**config.mk**
```make
export PLATFORM = sky130hd
export DESIGN_NAME = modbus_rtu_frame_delimiter_crc
export DESIGN_NICKNAME = d
export VERILOG_FILES = /design/src/rtl/mbrtu_pkg.sv /design/src/rtl/modbus_rtu_frame_delimiter_crc.sv
export VERILOG_INCLUDE_DIRS = /design/src /design/src/rtl
export SDC_FILE = /design/constraint.sdc
export NUM_CORES = 1
export LEC_CHECK = 0
export BUFFER_PORTS_ARGS = -buffer_cell sky130_fd_sc_hd__buf_4
export CAP_MARGIN = 10
export CORE_MARGIN = 4
export CORE_UTILIZATION = 45
export DETAILED_ROUTE_END_ITERATION = 12
export SYNTH_ARGS = -nofsm -noshare
export SYNTH_HDL_FRONTEND = slang
export SYNTH_SLANG_ARGS = --single-unit
```
**constraint.sdc**
```tcl
create_clock -name clk -period 4.7 [get_ports clk]
set_input_delay 0.94 -clock clk [delete_from_list [all_inputs] [get_ports clk]]
set_output_delay 0.94 -clock clk [all_outputs]
set_load 0.1 [all_outputs]
```
**src/rtl/modbus_rtu_frame_delimiter_crc_assert.svh**
```systemverilog
// ---------------------------------------------------------------------------
// Modbus RTU delimiter assertion macros
// Concurrent assertion wrappers; empty when SYNTH is defined.
// ---------------------------------------------------------------------------
`ifndef MODBUS_RTU_FRAME_DELIMITER_CRC_ASSERT_SVH
`define MODBUS_RTU_FRAME_DELIMITER_CRC_ASSERT_SVH

`ifndef SYNTH
// same-cycle implication
`define MBRTU_ASSERT_IMP(label, clk, rst_n, ante, cons, msg) \
	label: assert property (@(posedge clk) disable iff (!rst_n) (ante) |-> (cons)) \
		else $error(msg);
// next-cycle implication
`define MBRTU_ASSERT_NXT(label, clk, rst_n, ante, cons, msg) \
	label: assert property (@(posedge clk) disable iff (!rst_n) (ante) |=> (cons)) \
		else $error(msg);
`else
`define MBRTU_ASSERT_IMP(label, clk, rst_n, ante, cons, msg)
`define MBRTU_ASSERT_NXT(label, clk, rst_n, ante, cons, msg)
`endif

`endif

```
**src/rtl/mbrtu_pkg.sv**
```systemverilog
// ---------------------------------------------------------------------------
// Modbus RTU delimiter package
// Beat types, function codes, status codes and the CRC-16 byte update.
// ---------------------------------------------------------------------------
package mbrtu_pkg;

	// input beat
	typedef struct packed {
		logic [7:0] data_byte;
		logic       restart;
	} mbrtu_in_t;

	// result beat
	typedef struct packed {
		logic [8:0] byte_position;
		logic       frame_end;
		logic [2:0] status;
		logic [8:0] frame_length;
		logic [7:0] function_code;
	} mbrtu_out_t;

	// status codes
	localparam logic [2:0] ST_IN_FRAME   = 3'd0;
	localparam logic [2:0] ST_FRAME_OK   = 3'd1;
	localparam logic [2:0] ST_CRC_ERR    = 3'd2;
	localparam logic [2:0] ST_UNKNOWN_FC = 3'd3;
	localparam logic [2:0] ST_DISCARD    = 3'd4;

	// function codes
	localparam logic [7:0] FC_READ_COILS      = 8'h01;
	localparam logic [7:0] FC_READ_INPUT_REGS = 8'h04;
	localparam logic [7:0] FC_WRITE_COIL      = 8'h05;
	localparam logic [7:0] FC_WRITE_REG       = 8'h06;
	localparam logic [7:0] FC_WRITE_COILS     = 8'h0F;
	localparam logic [7:0] FC_WRITE_REGS      = 8'h10;

	// direction register values
	localparam logic DIR_REQUEST  = 1'b0;
	localparam logic DIR_RESPONSE = 1'b1;

	// frame lengths and byte positions
	localparam logic [8:0] LEN_EXCEPTION = 9'd5;
	localparam logic [8:0] LEN_FIXED     = 9'd8;
	localparam logic [8:0] LEN_RSP_BASE  = 9'd5;
	localparam logic [8:0] LEN_REQ_BASE  = 9'd9;
	localparam logic [8:0] POS_FUNC      = 9'd1;
	localparam logic [8:0] POS_RSP_COUNT = 9'd2;
	localparam logic [8:0] POS_REQ_COUNT = 9'd6;

	// CRC-16/MODBUS
	localparam logic [15:0] CRC_INIT = 16'hFFFF;
	localparam logic [15:0] CRC_POLY = 16'hA001;

	// one byte through the reflected CRC, eight shift steps
	function automatic logic [15:0] crc16_byte(input logic [15:0] crc_in,
			input logic [7:0] b);
		logic [15:0] c;
		c = crc_in ^ {8'h00, b};
		for (int i = 0; i < 8; i++) begin
			if (c[0]) begin
				c = (c >> 1) ^ CRC_POLY;
			end else begin
				c = c >> 1;
			end
		end
		return c;
	endfunction

endpackage

```
**src/rtl/modbus_rtu_frame_delimiter_crc.sv**
```systemverilog
// A result beat is presented in the cycle after its byte is accepted.
// Throughput: one byte per cycle while in_ready is high; the byte-wide CRC
// update and the length decode sit between the frame state registers and
// the result register; in_ready is high while it is empty or draining.
// Reset (arst_n low, asynchronous): frame state cleared, CRC to 0xFFFF,
// direction to request parsing, no result pending.
// ---------------------------------------------------------------------------
// Modbus RTU frame delimiter with CRC-16 check
// Works out frame boundaries from the function code and checks the CRC.
// ---------------------------------------------------------------------------
`include "modbus_rtu_frame_delimiter_crc_assert.svh"

module modbus_rtu_frame_delimiter_crc
	import mbrtu_pkg::*;
(
	input  logic       clk,
	input  logic       arst_n,
	input  logic       cfg_valid,
	output logic       cfg_ready,
	input  logic       cfg_data,
	input  logic       in_valid,
	output logic       in_ready,
	input  mbrtu_in_t  in_data,
	output logic       out_valid,
	input  logic       out_ready,
	output mbrtu_out_t out_data
);

	// configuration and frame state
	logic        direction_q;
	logic [8:0]  byte_count_q;
	logic [8:0]  expected_length_q;
	logic        length_known_q;
	logic [7:0]  func_q;
	logic [15:0] running_crc_q;
	logic [15:0] payload_crc_q;
	logic [7:0]  crc_low_q;
	logic        discarding_q;

	// result register
	logic        out_valid_q;
	mbrtu_out_t  out_data_q;

	// state as seen by this beat (after optional restart) and next state
	logic [8:0]  cnt_e, len_e, cnt_n, len_n;
	logic        known_e, disc_e, known_n, disc_n;
	logic [7:0]  func_e, func_n, clow_e, clow_n, b;
	logic [15:0] crc_e, pcrc_e, crc_n, pcrc_n;
	logic [9:0]  pos_p1, pos_p2, len_w;
	logic        fc_bad;
	logic        in_fire;
	mbrtu_out_t  res;

	assign cfg_ready = 1'b1;
	assign in_ready  = !out_valid_q || out_ready;
	assign in_fire   = in_valid && in_ready;
	assign out_valid = out_valid_q;
	assign out_data  = out_data_q;
	assign b         = in_data.data_byte;

	// restart drops the partial frame before this byte is looked at
	always_comb begin
		if (in_data.restart) begin
			cnt_e   = '0;
			len_e   = '0;
			known_e = 1'b0;
			func_e  = '0;
			crc_e   = CRC_INIT;
			pcrc_e  = '0;
			clow_e  = '0;
			disc_e  = 1'b0;
		end else begin
			cnt_e   = byte_count_q;
			len_e   = expected_length_q;
			known_e = length_known_q;
			func_e  = func_q;
			crc_e   = running_crc_q;
			pcrc_e  = payload_crc_q;
			clow_e  = crc_low_q;
			disc_e  = discarding_q;
		end
	end

	// frame parse and CRC for one byte
	always_comb begin
		cnt_n   = cnt_e;
		len_n   = len_e;
		known_n = known_e;
		func_n  = func_e;
		crc_n   = crc_e;
		pcrc_n  = pcrc_e;
		clow_n  = clow_e;
		disc_n  = disc_e;
		fc_bad  = 1'b0;
		pos_p1  = {1'b0, cnt_e} + 10'd1;
		pos_p2  = {1'b0, cnt_e} + 10'd2;
		len_w   = '0;

		res.byte_position = cnt_e;
		res.frame_end     = 1'b0;
		res.status        = ST_IN_FRAME;
		res.frame_length  = '0;
		res.function_code = func_e;

		if (disc_e) begin
			res.byte_position = '0;
			res.status        = ST_DISCARD;
		end else begin
			// length decode: function code byte or byte count byte
			if (cnt_e == POS_FUNC) begin
				func_n = b;
				if (b[7]) begin
					len_n   = LEN_EXCEPTION;
					known_n = 1'b1;
				end else if (direction_q == DIR_REQUEST) begin
					case (b) inside
						[FC_READ_COILS:FC_WRITE_REG]: begin
							len_n   = LEN_FIXED;
							known_n = 1'b1;
						end
						FC_WRITE_COILS, FC_WRITE_REGS: begin
						end
						default: begin
							fc_bad = 1'b1;
						end
					endcase
				end else begin
					case (b) inside
						[FC_READ_COILS:FC_READ_INPUT_REGS]: begin
						end
						FC_WRITE_COIL, FC_WRITE_REG, FC_WRITE_COILS, FC_WRITE_REGS: begin
							len_n   = LEN_FIXED;
							known_n = 1'b1;
						end
						default: begin
							fc_bad = 1'b1;
						end
					endcase
				end
			end else if (!known_e) begin
				if (direction_q == DIR_RESPONSE && cnt_e == POS_RSP_COUNT
						&& func_e >= FC_READ_COILS && func_e <= FC_READ_INPUT_REGS) begin
					len_n   = LEN_RSP_BASE + {1'b0, b};
					known_n = 1'b1;
				end else if (direction_q == DIR_REQUEST && cnt_e == POS_REQ_COUNT
						&& (func_e == FC_WRITE_COILS || func_e == FC_WRITE_REGS)) begin
					len_n   = LEN_REQ_BASE + {1'b0, b};
					known_n = 1'b1;
				end
			end

			len_w = {1'b0, len_n};

			if (fc_bad) begin
				// unknown code: report it and drop bytes until restart
				disc_n             = 1'b1;
				len_n              = '0;
				known_n            = 1'b0;
				res.status         = ST_UNKNOWN_FC;
				res.function_code  = b;
			end else begin
				res.frame_length  = known_n ? len_n : 9'd0;
				res.function_code = func_n;
				if (known_n && pos_p1 == len_w) begin
					// last byte: CRC high byte, compare and clear the frame
					res.frame_end = 1'b1;
					res.status    = ({b, clow_e} == pcrc_e) ? ST_FRAME_OK : ST_CRC_ERR;
					cnt_n   = '0;
					len_n   = '0;
					known_n = 1'b0;
					func_n  = '0;
					crc_n   = CRC_INIT;
					pcrc_n  = '0;
					clow_n  = '0;
					disc_n  = 1'b0;
				end else begin
					if (known_n && pos_p2 == len_w) begin
						pcrc_n = crc_e;
						clow_n = b;
					end else begin
						crc_n = crc16_byte(crc_e, b);
					end
					cnt_n = pos_p1[8:0];
				end
			end
		end
	end

	// direction register
	always_ff @(posedge clk or negedge arst_n) begin
		if (!arst_n) begin
			direction_q <= DIR_REQUEST;
		end else if (cfg_valid && cfg_ready) begin
			direction_q <= cfg_data;
		end
	end

	// frame state
	always_ff @(posedge clk or negedge arst_n) begin
		if (!arst_n) begin
			byte_count_q      <= '0;
			expected_length_q <= '0;
			length_known_q    <= 1'b0;
			func_q            <= '0;
			running_crc_q     <= CRC_INIT;
			payload_crc_q     <= '0;
			crc_low_q         <= '0;
			discarding_q      <= 1'b0;
		end else if (in_fire) begin
			byte_count_q      <= cnt_n;
			expected_length_q <= len_n;
			length_known_q    <= known_n;
			func_q            <= func_n;
			running_crc_q     <= crc_n;
			payload_crc_q     <= pcrc_n;
			crc_low_q         <= clow_n;
			discarding_q      <= disc_n;
		end
	end

	// result register
	always_ff @(posedge clk or negedge arst_n) begin
		if (!arst_n) begin
			out_valid_q <= 1'b0;
		end else if (in_fire) begin
			out_valid_q <= 1'b1;
		end else if (out_ready) begin
			out_valid_q <= 1'b0;
		end
	end

	always_ff @(posedge clk) begin
		if (in_fire) begin
			out_data_q <= res;
		end
	end

	// checks
	`MBRTU_ASSERT_IMP(a_end_status, clk, arst_n, out_valid_q && out_data_q.frame_end, out_data_q.status == ST_FRAME_OK || out_data_q.status == ST_CRC_ERR, "frame end without a CRC verdict")
	`MBRTU_ASSERT_NXT(a_end_clears, clk, arst_n, in_fire && res.frame_end, byte_count_q == 9'd0 && !length_known_q, "frame state not cleared after last byte")
	`MBRTU_ASSERT_IMP(a_disc_no_len, clk, arst_n, discarding_q, !length_known_q && expected_length_q == 9'd0, "length held while discarding")
	`MBRTU_ASSERT_IMP(a_count_in_len, clk, arst_n, length_known_q, byte_count_q < expected_length_q, "byte count past frame length")

endmodule
```
==> key figures <==
Run status
  – Status: complete, no violations

Setup path
  – Kind of critical path: in -> reg
  – Worst R2R Path Depth: 14
  – Critical R2R Launch: byte_count_q[2]$_DFFE_PN0P_
  – CP endpoint kind: flop
  – CP max FO: 8
  – Critical R2R Capture: expected_length_q[8]$_DFFE_PN0P_
  – CP arrival: 4740 ps
  – CP Launch Type: input port
  – Worst EP required: 4990 ps
  – Worst reg-to-reg setup slack: 430 ps

Clock tree
  – CTS clk-pin slew, worst paths: 70 ps
  – Clock sinks: 100
  – # resized after CTS: 0
  – Hold Buf Count CTS: 0
  – CTS tree: done
  – Total CTS buffers: 9
  – H-tree levels: 3
  – Root buf cell: clkbuf_16
  – # Post-CTS Setup Buffers: 0
  – Longest Clk Path Bufs: 2
  – Skew-Pair Late Insertion Delay: 360 ps

Layout
  – Final non-filler cell total: 909
  – Final nets: 752
  – Utilization after layout: 0.5560
  – Share of cells above drive strength 1: 0.2319
  – Post-route design area: 7480 sq um
  – Ant. Diodes: 0
  – Area growth syn-to-layout: 19.06%
  – Commonest cells after routing, fill and taps aside: buf_4, nor2_1, dfrtp_1
  – Fillers: 1,253
  – Most common cell after layout, fill and taps aside: buf_4

Synthesis
  – Synth async-reset ratio: 0.7000
  – Register area share after synthesis: 0.4254
  – Post-synth EDFFs: 30
  – Ys flop type: dfrtp_1
  – Number of synthesized register bits: 100
  – Syn_nets: 668
  – Cells after synthesis: 644
  – Synth warn: 0
  – Post-Syn Area: 6282 sq um
  – Mean Syn Cell Area: 9.755 sq um
  – Netlist cell types: 92

Power
  – Power per cell area: 444.5 nW/um^2
  – Peak supply drop: 0.0003376 V
  – Pleak: 3.129 nW

Floorplanning
  – Initial Utilization: 0.4670
  – Die height: 126.2 um
  – Row Count: 42
  – Die area: 15,920 sq um
  – Core ar.: 13,450 sq um
  – Ports: 48
  – Die W: 126.2 um

Placement
  – GP Congestion: 0.9891
  – Dpl ws: -100.0 ps
  – Placed inst area: 7204 sq um
  – # placed instances: 893
  – DP Wirelength: 14.65 mm
  – # port buffers: 46

Timing
  – Worst slew margin: 0.2753
  – RSZ-0062 raised after global routing: false
  – Crit share post-route: 0.9454
  – Final setup margin: 256.5 ps
  – Worst hold margin: 493.2 ps
  – # setup viols final: 0
  – F_max: 225.0 MHz
  – Slew @ Worst Pin: 1087 ps
  – Fin. Hold Viols: 0
  – Fin crit period: 4444 ps
  – Clk_skew: 9.880 ps
  – Max-slew violations: 0

Global route
  – Gr usage total: 0.2502
  – First-pass GRT wire length: 30.98 mm
  – Vias in the first global route: 5,392
  – Remaining Overflow, GRT: 0
  – Largest net degree at the start of global routing: 71
  – Number of antenna violations at the first check in global routing: 0

Drt
  – Wirelength per Cell: 21.61 um
  – DRT iter0 DRCs: 500
  – Drt total wl: 19.65 mm
  – Via count: 5,467
  – Router iterations before antenna repair: 5
  – Via density: 6.014
  – Remaining antenna violation count after routing: 0
  – Post-route DRC: 0

Hold path
  – Hold Startpoint: byte_count_q[1]$_DFFE_PN0P_
  – Hold Crit Endpoint: byte_count_q[1]$_DFFE_PN0P_
  – Hold Path Class: reg -> reg
  – Hold depth: 2

Run
  – MaxCap Viol Count: 0
-- stage by stage --
stage | setup TNS (ps) | total power [mW]
2_1_floorplan | 0 | 2.163
3_3_place_gp | -2104 | 2.603
3_5_place_dp | -1491 | 2.611
4_1_cts | 0 | 3.329
5_1_grt | 0 | 3.494
6_report | 0 | 3.325
-- synth_stat cells, drive strengths merged (12+ instances only) --
library cell | n | area share
xor2 | 23 | 0.032
nand2 | 54 | 0.033
o2bb2ai | 12 | 0.017
o21ai | 27 | 0.022
xnor2 | 46 | 0.064
inv | 22 | 0.013
buf | 15 | 0.013
edfxtp | 30 | 0.14
nor3 | 17 | 0.014
clkbuf | 25 | 0.015
dfrtp | 54 | 0.22
dfstp | 16 | 0.067
nand3 | 13 | 0.010
a22o | 24 | 0.033
nor2 | 76 | 0.047
-- worst max-delay path by stage --
stage,start,to,cells past startpoint
global route,in_data[2],running_crc_q[9]$_DFFE_PN1P_,17
floorplan,in_data[2],crc_low_q[0]$_DFFE_PN0P_,16
CTS,in_data[2],running_crc_q[9]$_DFFE_PN1P_,15
detailed placement,in_data[2],running_crc_q[9]$_DFFE_PN1P_,15
global placement,in_data[2],expected_length_q[3]$_DFFE_PN0P_,14
finish,in_data[2],running_crc_q[2]$_DFFE_PN1P_,17
-- cell families after synthesis --
logic type	synth area share
flops	0.4254
compound gates	0.2149
other cells	0.0005969
fa+ha+maj	0.01793
buf+inv	0.04123
mux	0.01135
xor+xnor	0.09620
simple gates	0.1924
-- area by class of cell --
cell class,count,area (sq um),area share
Clock buffer,9,225.2,0.03011
Clock inverter,7,50.05,0.006691
Sequential cell,100,2673,0.3573
Timing Repair Buffer,113,873.3,0.1168
Multi-Input combinational cell,481,3352,0.4481
Inverter,23,86.33,0.01154
Tap cell,176,220.2,0.02944
-- sequential cells by signal, indices dropped and copies added (netlist names) --
signal             count
byte_count_q           9
func_q                 8
length_known_q         1
crc_low_q              8
out_valid              1
expected_length_q      9
running_crc_q         16
direction_q            1
out_data              30
payload_crc_q         16
discarding_q           1
-- power by group --
part           internal, mW  switching [mW]
Combinational         0.529           0.798
Sequential             1.10           0.178
Clock                 0.363           0.352
Total                  2.00            1.33
-- worst max-delay path, stage by stage --
cell	delay, ps
buf_4	130
buf_4	170
ha_1	180
o211ai_1	90
or4_1	460
a32oi_4	370
o21ai_2	190
a22oi_2	490
buf_4	210
buf_4	100
mux2i_1	170
nor2_1	80
o2111ai_2	190
nand2_1	110
buf_4	150
or3_1	460
o22a_1	220
-- layer usage --
layer  track usage  wire length [um]
met1        0.3403              8703
met2        0.4075              9307
met3       0.03472              1098
met4       0.09338               539
met5             0                 0
Power figures use the tool's default switching activity.
